**src/pnet_pkg.sv**
```systemverilog
// Shared types and constants for the packet noise EMA tracker.
// No dependencies; every other file but pnet_div imports this package.
`default_nettype none

package pnet_pkg;

  localparam int SAMPLE_W        = 16;
  localparam int Q_W             = 32;
  localparam int PROD_W          = 48;   // 16-bit gain times 32-bit magnitude
  localparam int FRAC_SHIFT      = 8;
  localparam int MAX_SAMPLES_DEF = 1024;

  // Large-rise test: diff > ema*70/100 + ema  <=>  RISE_DEN*diff > RISE_NUM*ema
  localparam int RISE_NUM = 17;
  localparam int RISE_DEN = 10;
  localparam int CMP_W    = Q_W + 6;

  // Configuration register map
  localparam int CFG_IDX_W = 3;
  localparam logic [CFG_IDX_W-1:0] REG_FAST_NUM = 3'd0;
  localparam logic [CFG_IDX_W-1:0] REG_FAST_DEN = 3'd1;
  localparam logic [CFG_IDX_W-1:0] REG_SLOW_NUM = 3'd2;
  localparam logic [CFG_IDX_W-1:0] REG_SLOW_DEN = 3'd3;
  localparam logic [CFG_IDX_W-1:0] REG_INIT_LIM = 3'd4;
  localparam logic [CFG_IDX_W-1:0] REG_RUN_LIM  = 3'd5;

  localparam logic [SAMPLE_W-1:0] RST_FAST_NUM = 16'd1;
  localparam logic [SAMPLE_W-1:0] RST_FAST_DEN = 16'd8;
  localparam logic [SAMPLE_W-1:0] RST_SLOW_NUM = 16'd1;
  localparam logic [SAMPLE_W-1:0] RST_SLOW_DEN = 16'd64;
  localparam logic [SAMPLE_W-1:0] RST_LIMIT    = 16'hFFFF;

  // Divider operand select
  localparam logic DIV_MEAN = 1'b0;
  localparam logic DIV_GAIN = 1'b1;

  typedef struct packed {
    logic accum;       // add the accepted word to the packet sum
    logic clear_acc;   // clear sum and count
    logic div_start;
    logic div_sel;     // DIV_MEAN or DIV_GAIN
    logic latch_mean;
    logic latch_diff;  // register difference sign, magnitude and rise test
    logic load_first;  // seed the average
    logic reject;
    logic latch_prod;
    logic apply;       // add the gain step to the average
    logic load_out;
  } pnet_cmd_t;

  typedef struct packed {
    logic div_done;
    logic mean_ok;     // mean within the active limit
    logic started;
    logic out_free;
  } pnet_sts_t;

endpackage

`default_nettype wire

```
**src/pnet_div.sv**
```systemverilog
// Restoring unsigned divider, one quotient bit per cycle.
// Depends on nothing but its parameters.
`default_nettype none

module pnet_div #(
  parameter int DVD_W = 48,
  parameter int DVS_W = 16
) (
  input  wire logic             clk,
  input  wire logic             rst_n,
  input  wire logic             start,
  input  wire logic [DVD_W-1:0] dividend,
  input  wire logic [DVS_W-1:0] divisor,
  output logic                  done,
  output logic      [DVD_W-1:0] quotient
);

  localparam int STEP_W = $clog2(DVD_W + 1);

  logic [DVD_W-1:0]  quo_r, quo_nxt;
  logic [DVS_W-1:0]  rem_r, rem_nxt;
  logic [DVS_W-1:0]  dvs_r;
  logic [STEP_W-1:0] step_r, step_nxt;
  logic              busy_r, busy_nxt;
  logic              done_r, done_nxt;
  logic [DVS_W:0]    rem_sh;
  logic [DVS_W:0]    rem_sub;

  assign rem_sh  = {rem_r, quo_r[DVD_W-1]};
  assign rem_sub = rem_sh - {1'b0, dvs_r};

  always_comb begin
    quo_nxt  = quo_r;
    rem_nxt  = rem_r;
    step_nxt = step_r;
    busy_nxt = busy_r;
    done_nxt = 1'b0;
    if (start) begin
      quo_nxt  = dividend;
      rem_nxt  = '0;
      step_nxt = STEP_W'(DVD_W);
      busy_nxt = 1'b1;
    end else if (busy_r) begin
      if (!rem_sub[DVS_W]) begin
        rem_nxt = rem_sub[DVS_W-1:0];
      end else begin
        rem_nxt = rem_sh[DVS_W-1:0];
      end
      quo_nxt  = {quo_r[DVD_W-2:0], ~rem_sub[DVS_W]};
      step_nxt = step_r - 1'b1;
      if (step_r == STEP_W'(1)) begin
        busy_nxt = 1'b0;
        done_nxt = 1'b1;
      end
    end
  end

  always_ff @(posedge clk) begin
    if (!rst_n) begin
      busy_r <= 1'b0;
      done_r <= 1'b0;
      step_r <= '0;
    end else begin
      busy_r <= busy_nxt;
      done_r <= done_nxt;
      step_r <= step_nxt;
    end
    quo_r <= quo_nxt;
    rem_r <= rem_nxt;
    if (start) begin
      dvs_r <= divisor;
    end
  end

  assign done     = done_r;
  assign quotient = quo_r;

endmodule

`default_nettype wire

```
**src/pnet_dp.sv**
```systemverilog
// Datapath: config registers, packet accumulator, EMA state, output register.
// Uses pnet_pkg and instantiates the shared divider pnet_div.
`default_nettype none

module pnet_dp
  import pnet_pkg::*;
#(
  parameter int MAX_SAMPLES = MAX_SAMPLES_DEF
) (
  input  wire logic                 clk,
  input  wire logic                 rst_n,
  input  wire pnet_cmd_t            cmd,
  output pnet_sts_t                 sts,
  input  wire logic [SAMPLE_W-1:0]  in_sample,
  input  wire logic                 cfg_we,
  input  wire logic [CFG_IDX_W-1:0] cfg_index,
  input  wire logic [SAMPLE_W-1:0]  cfg_data,
  input  wire logic                 out_stall,
  output logic                      out_valid,
  output logic      [SAMPLE_W-1:0]  out_packet_mean,
  output logic                      out_accepted,
  output logic      [Q_W-1:0]       out_smoothed_q,
  output logic      [Q_W-1:0]       out_packets_counted
);

  localparam int CNT_W = $clog2(MAX_SAMPLES + 1);
  localparam int SUM_W = SAMPLE_W + $clog2(MAX_SAMPLES);
  localparam int DVS_W = (CNT_W > SAMPLE_W) ? CNT_W : SAMPLE_W;

  // config
  logic [SAMPLE_W-1:0] fast_num_r, fast_den_r, slow_num_r, slow_den_r;
  logic [SAMPLE_W-1:0] init_lim_r, run_lim_r;

  // packet accumulator
  logic [SUM_W-1:0] sum_r, sum_nxt;
  logic [CNT_W-1:0] cnt_r, cnt_nxt;

  // tracker state
  logic [Q_W-1:0] ema_r, ema_nxt;
  logic [Q_W-1:0] acc_cnt_r, acc_cnt_nxt;
  logic           started_r, started_nxt;
  logic           acc_flag_r, acc_flag_nxt;

  // per-packet working registers
  logic [SAMPLE_W-1:0] mean_r;
  logic [Q_W-1:0]      mag_r;
  logic                neg_r;
  logic                slow_r;
  logic [PROD_W-1:0]   prod_r;
  logic [SAMPLE_W-1:0] den_r;

  // output register
  logic                out_valid_r, out_valid_nxt;
  logic [SAMPLE_W-1:0] out_mean_r;
  logic                out_acc_r;
  logic [Q_W-1:0]      out_smooth_r;
  logic [Q_W-1:0]      out_cnt_r;

  logic [SAMPLE_W-1:0] limit;
  logic [Q_W-1:0]      x_q;
  logic [Q_W-1:0]      diff;
  logic [Q_W-1:0]      diff_mag;
  logic [CMP_W-1:0]    diff_scaled;
  logic [CMP_W-1:0]    ema_scaled;
  logic                big_rise;
  logic [SAMPLE_W-1:0] num_sel;
  logic [SAMPLE_W-1:0] den_sel;
  logic [PROD_W-1:0]   prod;
  logic [Q_W-1:0]      step_mag;
  logic [Q_W-1:0]      step;

  logic [PROD_W-1:0]   div_dvd;
  logic [DVS_W-1:0]    div_dvs;
  logic                div_done;
  logic [PROD_W-1:0]   div_quo;

  // ---- config writes ----
  always_ff @(posedge clk) begin
    if (!rst_n) begin
      fast_num_r <= RST_FAST_NUM;
      fast_den_r <= RST_FAST_DEN;
      slow_num_r <= RST_SLOW_NUM;
      slow_den_r <= RST_SLOW_DEN;
      init_lim_r <= RST_LIMIT;
      run_lim_r  <= RST_LIMIT;
    end else if (cfg_we) begin
      unique case (cfg_index)
        REG_FAST_NUM: fast_num_r <= cfg_data;
        REG_FAST_DEN: fast_den_r <= cfg_data;
        REG_SLOW_NUM: slow_num_r <= cfg_data;
        REG_SLOW_DEN: slow_den_r <= cfg_data;
        REG_INIT_LIM: init_lim_r <= cfg_data;
        REG_RUN_LIM:  run_lim_r  <= cfg_data;
        default: ;
      endcase
    end
  end

  // ---- accumulator: words past MAX_SAMPLES are dropped ----
  always_comb begin
    sum_nxt = sum_r;
    cnt_nxt = cnt_r;
    if (cmd.clear_acc) begin
      sum_nxt = '0;
      cnt_nxt = '0;
    end else if (cmd.accum && (cnt_r < CNT_W'(MAX_SAMPLES))) begin
      sum_nxt = sum_r + SUM_W'(in_sample);
      cnt_nxt = cnt_r + 1'b1;
    end
  end

  // ---- decision and rise test ----
  assign limit    = started_r ? run_lim_r : init_lim_r;
  assign x_q      = Q_W'(mean_r) << FRAC_SHIFT;
  assign diff     = x_q - ema_r;
  assign diff_mag = diff[Q_W-1] ? (~diff + 1'b1) : diff;

  assign diff_scaled = CMP_W'(diff) * CMP_W'(RISE_DEN);
  assign ema_scaled  = CMP_W'(ema_r) * CMP_W'(RISE_NUM);
  assign big_rise    = !diff[Q_W-1] && (diff_scaled > ema_scaled);

  assign num_sel = slow_r ? slow_num_r : fast_num_r;
  assign den_sel = slow_r ? slow_den_r : fast_den_r;
  assign prod    = {{(PROD_W-SAMPLE_W){1'b0}}, num_sel} * {{(PROD_W-Q_W){1'b0}}, mag_r};

  // quotient truncates toward zero; low 32 bits of the signed step
  assign step_mag = div_quo[Q_W-1:0];
  assign step     = neg_r ? (~step_mag + 1'b1) : step_mag;

  always_comb begin
    ema_nxt      = ema_r;
    acc_cnt_nxt  = acc_cnt_r;
    started_nxt  = started_r;
    acc_flag_nxt = acc_flag_r;
    if (cmd.reject) begin
      acc_flag_nxt = 1'b0;
    end else if (cmd.load_first) begin
      ema_nxt      = x_q;
      started_nxt  = 1'b1;
      acc_cnt_nxt  = acc_cnt_r + 1'b1;
      acc_flag_nxt = 1'b1;
    end else if (cmd.apply) begin
      ema_nxt      = ema_r + step;
      acc_cnt_nxt  = acc_cnt_r + 1'b1;
      acc_flag_nxt = 1'b1;
    end
  end

  // ---- shared divider ----
  assign div_dvd = (cmd.div_sel == DIV_GAIN) ? prod_r
                                             : {{(PROD_W-SUM_W){1'b0}}, sum_r};
  assign div_dvs = (cmd.div_sel == DIV_GAIN) ? DVS_W'(den_r) : DVS_W'(cnt_r);

  pnet_div #(
    .DVD_W (PROD_W),
    .DVS_W (DVS_W)
  ) u_div (
    .clk      (clk),
    .rst_n    (rst_n),
    .start    (cmd.div_start),
    .dividend (div_dvd),
    .divisor  (div_dvs),
    .done     (div_done),
    .quotient (div_quo)
  );

  // ---- output register ----
  always_comb begin
    out_valid_nxt = out_valid_r;
    if (cmd.load_out) begin
      out_valid_nxt = 1'b1;
    end else if (!out_stall) begin
      out_valid_nxt = 1'b0;
    end
  end

  always_ff @(posedge clk) begin
    if (!rst_n) begin
      sum_r       <= '0;
      cnt_r       <= '0;
      ema_r       <= '0;
      acc_cnt_r   <= '0;
      started_r   <= 1'b0;
      acc_flag_r  <= 1'b0;
      out_valid_r <= 1'b0;
    end else begin
      sum_r       <= sum_nxt;
      cnt_r       <= cnt_nxt;
      ema_r       <= ema_nxt;
      acc_cnt_r   <= acc_cnt_nxt;
      started_r   <= started_nxt;
      acc_flag_r  <= acc_flag_nxt;
      out_valid_r <= out_valid_nxt;
    end
    if (cmd.latch_mean) begin
      mean_r <= div_quo[SAMPLE_W-1:0];
    end
    if (cmd.latch_diff) begin
      mag_r  <= diff_mag;
      neg_r  <= diff[Q_W-1];
      slow_r <= big_rise;
    end
    if (cmd.latch_prod) begin
      prod_r <= prod;
      den_r  <= (den_sel == '0) ? SAMPLE_W'(1) : den_sel;
    end
    if (cmd.load_out) begin
      out_mean_r   <= mean_r;
      out_acc_r    <= acc_flag_r;
      out_smooth_r <= ema_r;
      out_cnt_r    <= acc_cnt_r;
    end
  end

  assign sts.div_done = div_done;
  assign sts.mean_ok  = (mean_r <= limit);
  assign sts.started  = started_r;
  assign sts.out_free = !out_valid_r || !out_stall;

  assign out_valid           = out_valid_r;
  assign out_packet_mean     = out_mean_r;
  assign out_accepted        = out_acc_r;
  assign out_smoothed_q      = out_smooth_r;
  assign out_packets_counted = out_cnt_r;

endmodule

`default_nettype wire

```
**src/pnet_ctrl.sv**
```systemverilog
// Controller FSM: sequences collect, mean divide, limit check, multiply and gain divide (update only), output.
// Uses pnet_pkg command and status types.
`default_nettype none

module pnet_ctrl
  import pnet_pkg::*;
(
  input  wire logic      clk,
  input  wire logic      rst_n,
  input  wire logic      in_valid,
  input  wire logic      in_last,
  output logic           in_stall,
  input  wire pnet_sts_t sts,
  output pnet_cmd_t      cmd
);

  localparam logic [2:0] S_COLLECT    = 3'd0;
  localparam logic [2:0] S_MEAN_START = 3'd1;
  localparam logic [2:0] S_MEAN_WAIT  = 3'd2;
  localparam logic [2:0] S_DECIDE     = 3'd3;
  localparam logic [2:0] S_MUL        = 3'd4;
  localparam logic [2:0] S_GAIN_START = 3'd5;
  localparam logic [2:0] S_GAIN_WAIT  = 3'd6;
  localparam logic [2:0] S_OUT        = 3'd7;

  logic [2:0] state_r, state_nxt;

  always_comb begin
    state_nxt = state_r;
    cmd       = '0;
    unique case (state_r)
      S_COLLECT: begin
        if (in_valid) begin
          cmd.accum = 1'b1;
          if (in_last) begin
            state_nxt = S_MEAN_START;
          end
        end
      end
      S_MEAN_START: begin
        cmd.div_start = 1'b1;
        cmd.div_sel   = DIV_MEAN;
        cmd.clear_acc = 1'b1;
        state_nxt     = S_MEAN_WAIT;
      end
      S_MEAN_WAIT: begin
        if (sts.div_done) begin
          cmd.latch_mean = 1'b1;
          state_nxt      = S_DECIDE;
        end
      end
      S_DECIDE: begin
        cmd.latch_diff = 1'b1;
        priority if (!sts.mean_ok) begin
          cmd.reject = 1'b1;
          state_nxt  = S_OUT;
        end else if (!sts.started) begin
          cmd.load_first = 1'b1;
          state_nxt      = S_OUT;
        end else begin
          state_nxt = S_MUL;
        end
      end
      S_MUL: begin
        cmd.latch_prod = 1'b1;
        state_nxt      = S_GAIN_START;
      end
      S_GAIN_START: begin
        cmd.div_start = 1'b1;
        cmd.div_sel   = DIV_GAIN;
        state_nxt     = S_GAIN_WAIT;
      end
      S_GAIN_WAIT: begin
        cmd.div_sel = DIV_GAIN;
        if (sts.div_done) begin
          cmd.apply = 1'b1;
          state_nxt = S_OUT;
        end
      end
      S_OUT: begin
        if (sts.out_free) begin
          cmd.load_out = 1'b1;
          state_nxt    = S_COLLECT;
        end
      end
      default: state_nxt = S_COLLECT;
    endcase
  end

  always_ff @(posedge clk) begin
    if (!rst_n) begin
      state_r <= S_COLLECT;
    end else begin
      state_r <= state_nxt;
    end
  end

  assign in_stall = (state_r != S_COLLECT);

endmodule

`default_nettype wire

```
**src/packet_noise_ema_tracker_top.sv**
```systemverilog
// A packet is taken one word per cycle while collecting; the result word follows
//   the last word after two 48-step divisions when it updates the average and
//   after one when the packet is rejected or seeds the average.
// Input stalls from each last word until the result word is loaded, longer while
//   an earlier result word is still held.
// Reset: synchronous active-low rst_n clears packet, average, count, output valid.
`default_nettype none

module packet_noise_ema_tracker_top
  import pnet_pkg::*;
#(
  parameter int MAX_SAMPLES = MAX_SAMPLES_DEF  // words summed per packet, rest dropped
) (
  input  wire logic                 clk,
  input  wire logic                 rst_n,
  // sample words
  input  wire logic                 in_valid,
  output logic                      in_stall,
  input  wire logic [SAMPLE_W-1:0]  in_sample,
  input  wire logic                 in_last,
  // one result word per packet
  output logic                      out_valid,
  input  wire logic                 out_stall,
  output logic      [SAMPLE_W-1:0]  out_packet_mean,
  output logic                      out_accepted,
  output logic      [Q_W-1:0]       out_smoothed_q,
  output logic      [Q_W-1:0]       out_packets_counted,
  // register writes
  input  wire logic                 cfg_valid,
  output logic                      cfg_ready,
  input  wire logic [CFG_IDX_W-1:0] cfg_index,
  input  wire logic [SAMPLE_W-1:0]  cfg_data
);

  pnet_cmd_t cmd;
  pnet_sts_t sts;

  // Registers are always writable; software writes only while the block is idle.
  assign cfg_ready = 1'b1;

  // Controller: one word per cycle while collecting, then walks the packet through mean
  // divide, limit check, multiply and gain divide (update only) and output load.
  pnet_ctrl u_ctrl (
    .clk      (clk),
    .rst_n    (rst_n),
    .in_valid (in_valid),
    .in_last  (in_last),
    .in_stall (in_stall),
    .sts      (sts),
    .cmd      (cmd)
  );

  // Datapath: accumulator, shared divider, EMA state and the output register,
  // which lets a finished result wait while the next packet is collected.
  pnet_dp #(
    .MAX_SAMPLES (MAX_SAMPLES)
  ) u_dp (
    .clk                 (clk),
    .rst_n               (rst_n),
    .cmd                 (cmd),
    .sts                 (sts),
    .in_sample           (in_sample),
    .cfg_we              (cfg_valid && cfg_ready),
    .cfg_index           (cfg_index),
    .cfg_data            (cfg_data),
    .out_stall           (out_stall),
    .out_valid           (out_valid),
    .out_packet_mean     (out_packet_mean),
    .out_accepted        (out_accepted),
    .out_smoothed_q      (out_smoothed_q),
    .out_packets_counted (out_packets_counted)
  );

endmodule

`default_nettype wire

```
**config.mk**
```make
export PLATFORM = sky130hd
export DESIGN_NAME = packet_noise_ema_tracker_top
export DESIGN_NICKNAME = d
export VERILOG_FILES = /design/src/pnet_pkg.sv /design/src/pnet_div.sv /design/src/pnet_dp.sv /design/src/pnet_ctrl.sv /design/src/packet_noise_ema_tracker_top.sv
export SDC_FILE = /design/constraint.sdc
export NUM_CORES = 2
export LEC_CHECK = 0
export CAP_MARGIN = 40
export CORE_MARGIN = 2
export CORE_UTILIZATION = 66
export CTS_CLUSTER_DIAMETER = 200
export CTS_CLUSTER_SIZE = 25
export DETAILED_ROUTE_END_ITERATION = 10
export DONT_BUFFER_PORTS = 1
export PLACE_DENSITY = 0.82
export SLEW_MARGIN = 10
export SYNTH_ARGS = -nofsm -noshare
export SYNTH_HDL_FRONTEND = slang
export SYNTH_SLANG_ARGS = --single-unit
```
**constraint.sdc**
```tcl
create_clock -name clk -period 12.85 [get_ports clk]
set_input_delay 0.6425 -clock clk [delete_from_list [all_inputs] [get_ports clk]]
set_output_delay 0.6425 -clock clk [all_outputs]
set_load 0.01 [all_outputs]
```
==> reports/metrics.cfg <==
[synthesis]
yosys-top-cells-count = 782 x nand2_1, 601 x inv_1, 423 x fa_1
synth.cell_area_um2 = 43900
synth_top_family_by_area = adder cells
synth_compound_area_frac = 0.107
yosysMostFrequentCell = nand2_1
synth_adder_area_share = 0.294
synth-edff-count = 259
postSynthNetCount = 5617
synthSimpleGateAreaFrac = 0.168
synth_ff_type = edfxtp_1
synth_xor_area_frac = 0.0584
netlist_instances = 4798
synth.distinct_cells = 77
yosys_register_bits = 486
ys_warn_count = 0
async_reset_ff_frac = 0
synthMuxAreaShare = 0.0250
yosysTopAreaCell = fa_1
synth_area_leaders = fa_1 19%, edfxtp_1 18%, dfxtp_1 10%, ha_1 10%, nand2_1 6.7%
synth-seq-area-share = 0.281
yosysTopAreaCellShare = 0.193
syn_area_per_cell_um2 = 9.15

[setup_path]
critical_path_class = reg -> reg
critPathMaxStageDelay_ps = 810
regToRegSetupSlack_ps = 4000
path_common_cell = fa_1
cp_top_family = adder cells
cp_max_fo = 32
required_ps = 13180
path_cells = buf_4 -> mux2_2 -> nand2_1 -> fa_1 -> fa_1 -> inv_1 -> fa_1 -> inv_1 -> fa_1 -> inv_1 -> fa_1 -> fa_1 -> ha_1 -> nor4_1 -> nand2b_1 -> a211oi_1 -> o21ai_0 -> a311o_1 -> a21oi_1 -> o31ai_1 -> a211oi_1 -> o21ai_0 -> a221oi_1 -> xnor2_1
crit_buf_inv = 4
regToRegEndpoint = u_dp.prod_r[47]
cp-start-kind = flip-flop
worstRegToRegCells = 24
cp.arrival_ps = 9190
r2r_start = u_dp.slow_r
crit_path_end_kind = flip-flop
slowest_stage = mux2_2

[sta]
period_minus_slack_ps = 8850
maxSlewHeadroom = 0.392
tns_ps = 0
fin_skew_ps = 35.7
timing.hold.ws_ps = 138
worst_pin_slew_ps = 904
fmaxAchievable_ghz = 0.113
final.period_utilization = 0.689
rsz0062_at_grt = false
finalSetupViolations = 0
hold_violations = 0
finalMaxSlewViolations = 0

[layout]
layoutNonFillerInstCount = 5551
n_antenna_cell = 0
layout-drive-gt1-share = 0.0305
nNetsFinal = 5490
finish.instance_area_um2 = 45400
area_growth_pct = 3.26

[power]
total_power_mw = 6.02
ir_worst_vdd_mv = 0.143
p_clk_frac = 0.142
power_leakage_nw = 20.0
combPwrFrac = 0.480
internal_power_mw = 3.49
power.density_nw_per_um2 = 133
p_sw_mw = 2.54
p_sw_frac = 0.421
p_seq_frac = 0.378

[clock_network]
htreeDepth = 1
clk-insertion-delay-late_ps = 610
root_buffer = clkbuf_16
cts_buffer_depth = 3
clock-sinks = 486
cts_resized = 0
clk_pin_slew_worst_paths_ps = 120
cts_tree = yes
postCtsSetupRepairBufs = 0
postCtsHoldBufs = 0
cts_buffers = 23

[placement]
io_buffers = 0
postPlaceCellArea_um2 = 44700
dp_hpwl_mm = 82.6
routabilityCongestion = 0.929
dpl.cell_count = 5509

[min_path]
min_path_type = in -> reg
hold_depth = 1
min_from = rst_n
hold_end = u_dp.run_lim_r[0]

[routing]
wirelength_mm = 112
drc_errors = 0
wire_per_inst_um = 20.1
drt_first_pass_iters = 7
ant_nets = 0
vias_per_cell = 6.11
via_count = 33889
drtIter0Drc = 2999

[floorplan]
io_pins = 125
fp.coreArea_um2 = 65900
die_area_um2 = 68600
die_height_um = 262
start_util = 0.667
fp.dieW_um = 262
num_rows = 94

[global_routing]
grt_max_degree = 77
track_usage = 0.328
antenna_found_initial = 1
gr-total-overflow = 0
grt_pass1_wl_mm = 178
grt_pass1_vias = 33696

[run]
cap_violations = 0

[outcome]
status = finished, final reports clean

## cell type report
| cell class | count | area (µm²) |
|---|---|---|
| multi-input combinational | 3526 | 28700 |
| fill | 5026 | 20500 |
| sequential | 486 | 12300 |
| inverter | 602 | 2260 |
| tap | 864 | 1080 |
| clock buffer | 39 | 636 |
| timing repair buffer | 32 | 327 |
| clock inverter | 2 | 25.0 |
## registers in the layout, indices dropped and copies added, names as in the netlist, 26 cells and up
signal,count
u_dp.out_smoothed_q,32
u_dp.acc_cnt_r,32
u_dp.sum_r,26
u_dp.mag_r,32
u_dp.u_div.quotient,48
u_dp.out_packets_counted,32
u_dp.prod_r,48
u_dp.ema_r,32
## cell usage in the layout (no fill, tap or decap), types with 16 or more instances in the layout
master | netlist | layout
o21ai_0 | 173 | 173
mux2_2 | 45 | 45
ha_1 | 355 | 355
mux2i_1 | 59 | 59
edfxtp_1 | 259 | 259
nor2_1 | 195 | 193
a211oi_1 | 24 | 24
a31oi_1 | 18 | 18
a21o_1 | 70 | 70
dfxtp_1 | 227 | 226
and2_1 | 193 | 193
nor3_1 | 45 | 44
clkbuf_1 | 174 | 16
o31ai_1 | 22 | 22
xor2_1 | 99 | 99
or3_1 | 36 | 36
clkbuf_16 | 0 | 23
o21a_1 | 30 | 30
nand2b_1 | 42 | 40
nor2b_1 | 34 | 34
a21oi_1 | 292 | 291
nand2_1 | 782 | 782
buf_4 | 1 | 23
nand4_1 | 32 | 32
and3_1 | 23 | 23
inv_1 | 601 | 601
fa_1 | 423 | 423
nand3_1 | 132 | 132
xnor2_1 | 194 | 193
o21bai_1 | 27 | 27
## kinds of logic (layout without fill, tap and decap cells)
group                    Yosys count  after routing
AND/OR/NAND/NOR                 1586           1586
buffers and inverters            786            675
adder cells (fa/ha/maj)          778            778
AO/OA/AOI/OAI                    764            764
flip-flops                       486            486
XOR/XNOR                         293            293
multiplexers                     104            104
other                              1              1
## power groups by stage
stage	clock [mW]	sequential (mW)	combinational, mW
final	0.854	2.28	2.89
after floorplan	0	2.11	2.27
after detailed placement	0	2.29	2.84
after global placement	0	2.29	2.74
after CTS	0.861	2.26	2.86
after global routing	0.915	2.29	3.25
## per-layer routing
| layer | up-vias | wire length [µm] | GRT usage |
|---|---|---|---|
| met3 | 297 | 10600 | 0.0529 |
| met2 | 1579 | 52600 | 0.550 |
| met4 | 0 | 4940 | 0.131 |
| met1 | 16429 | 43600 | 0.428 |
| met5 | - | 0 | 0 |
| li1 | 15584 | - | - |
## how the worst max path moves through the flow
stage	startpoint	to	cells after the start
global placement	u_dp.slow_r	u_dp.prod_r[47]	24
floorplan	u_dp.slow_r	u_dp.prod_r[47]	26
finish	u_dp.slow_r	u_dp.prod_r[47]	24
detailed placement	u_dp.slow_r	u_dp.prod_r[47]	24
global route	u_dp.slow_r	u_dp.prod_r[46]	26
CTS	u_dp.slow_r	u_dp.prod_r[47]	24
## worst reg2reg max path, delay by kind of cell, from the launching register on
| family | cells | cell delay, ps |
|---|---|---|
| flip-flops | 1 | 470 |
| AND/OR/NAND/NOR | 3 | 660 |
| multiplexers | 1 | 830 |
| AO/OA/AOI/OAI | 8 | 2660 |
| adder cells (fa/ha/maj) | 7 | 3260 |
| XOR/XNOR | 1 | 110 |
| buffers and inverters | 4 | 600 |
## metrics by stage
stage	utilization	worst slack, ps
final	0.689	4000
after global placement	0.676	4380
after CTS	0.688	4160
after detailed placement	0.678	4220
after floorplan	-	5530
after global routing	0.689	3720
(Power assumes the default switching activity.)
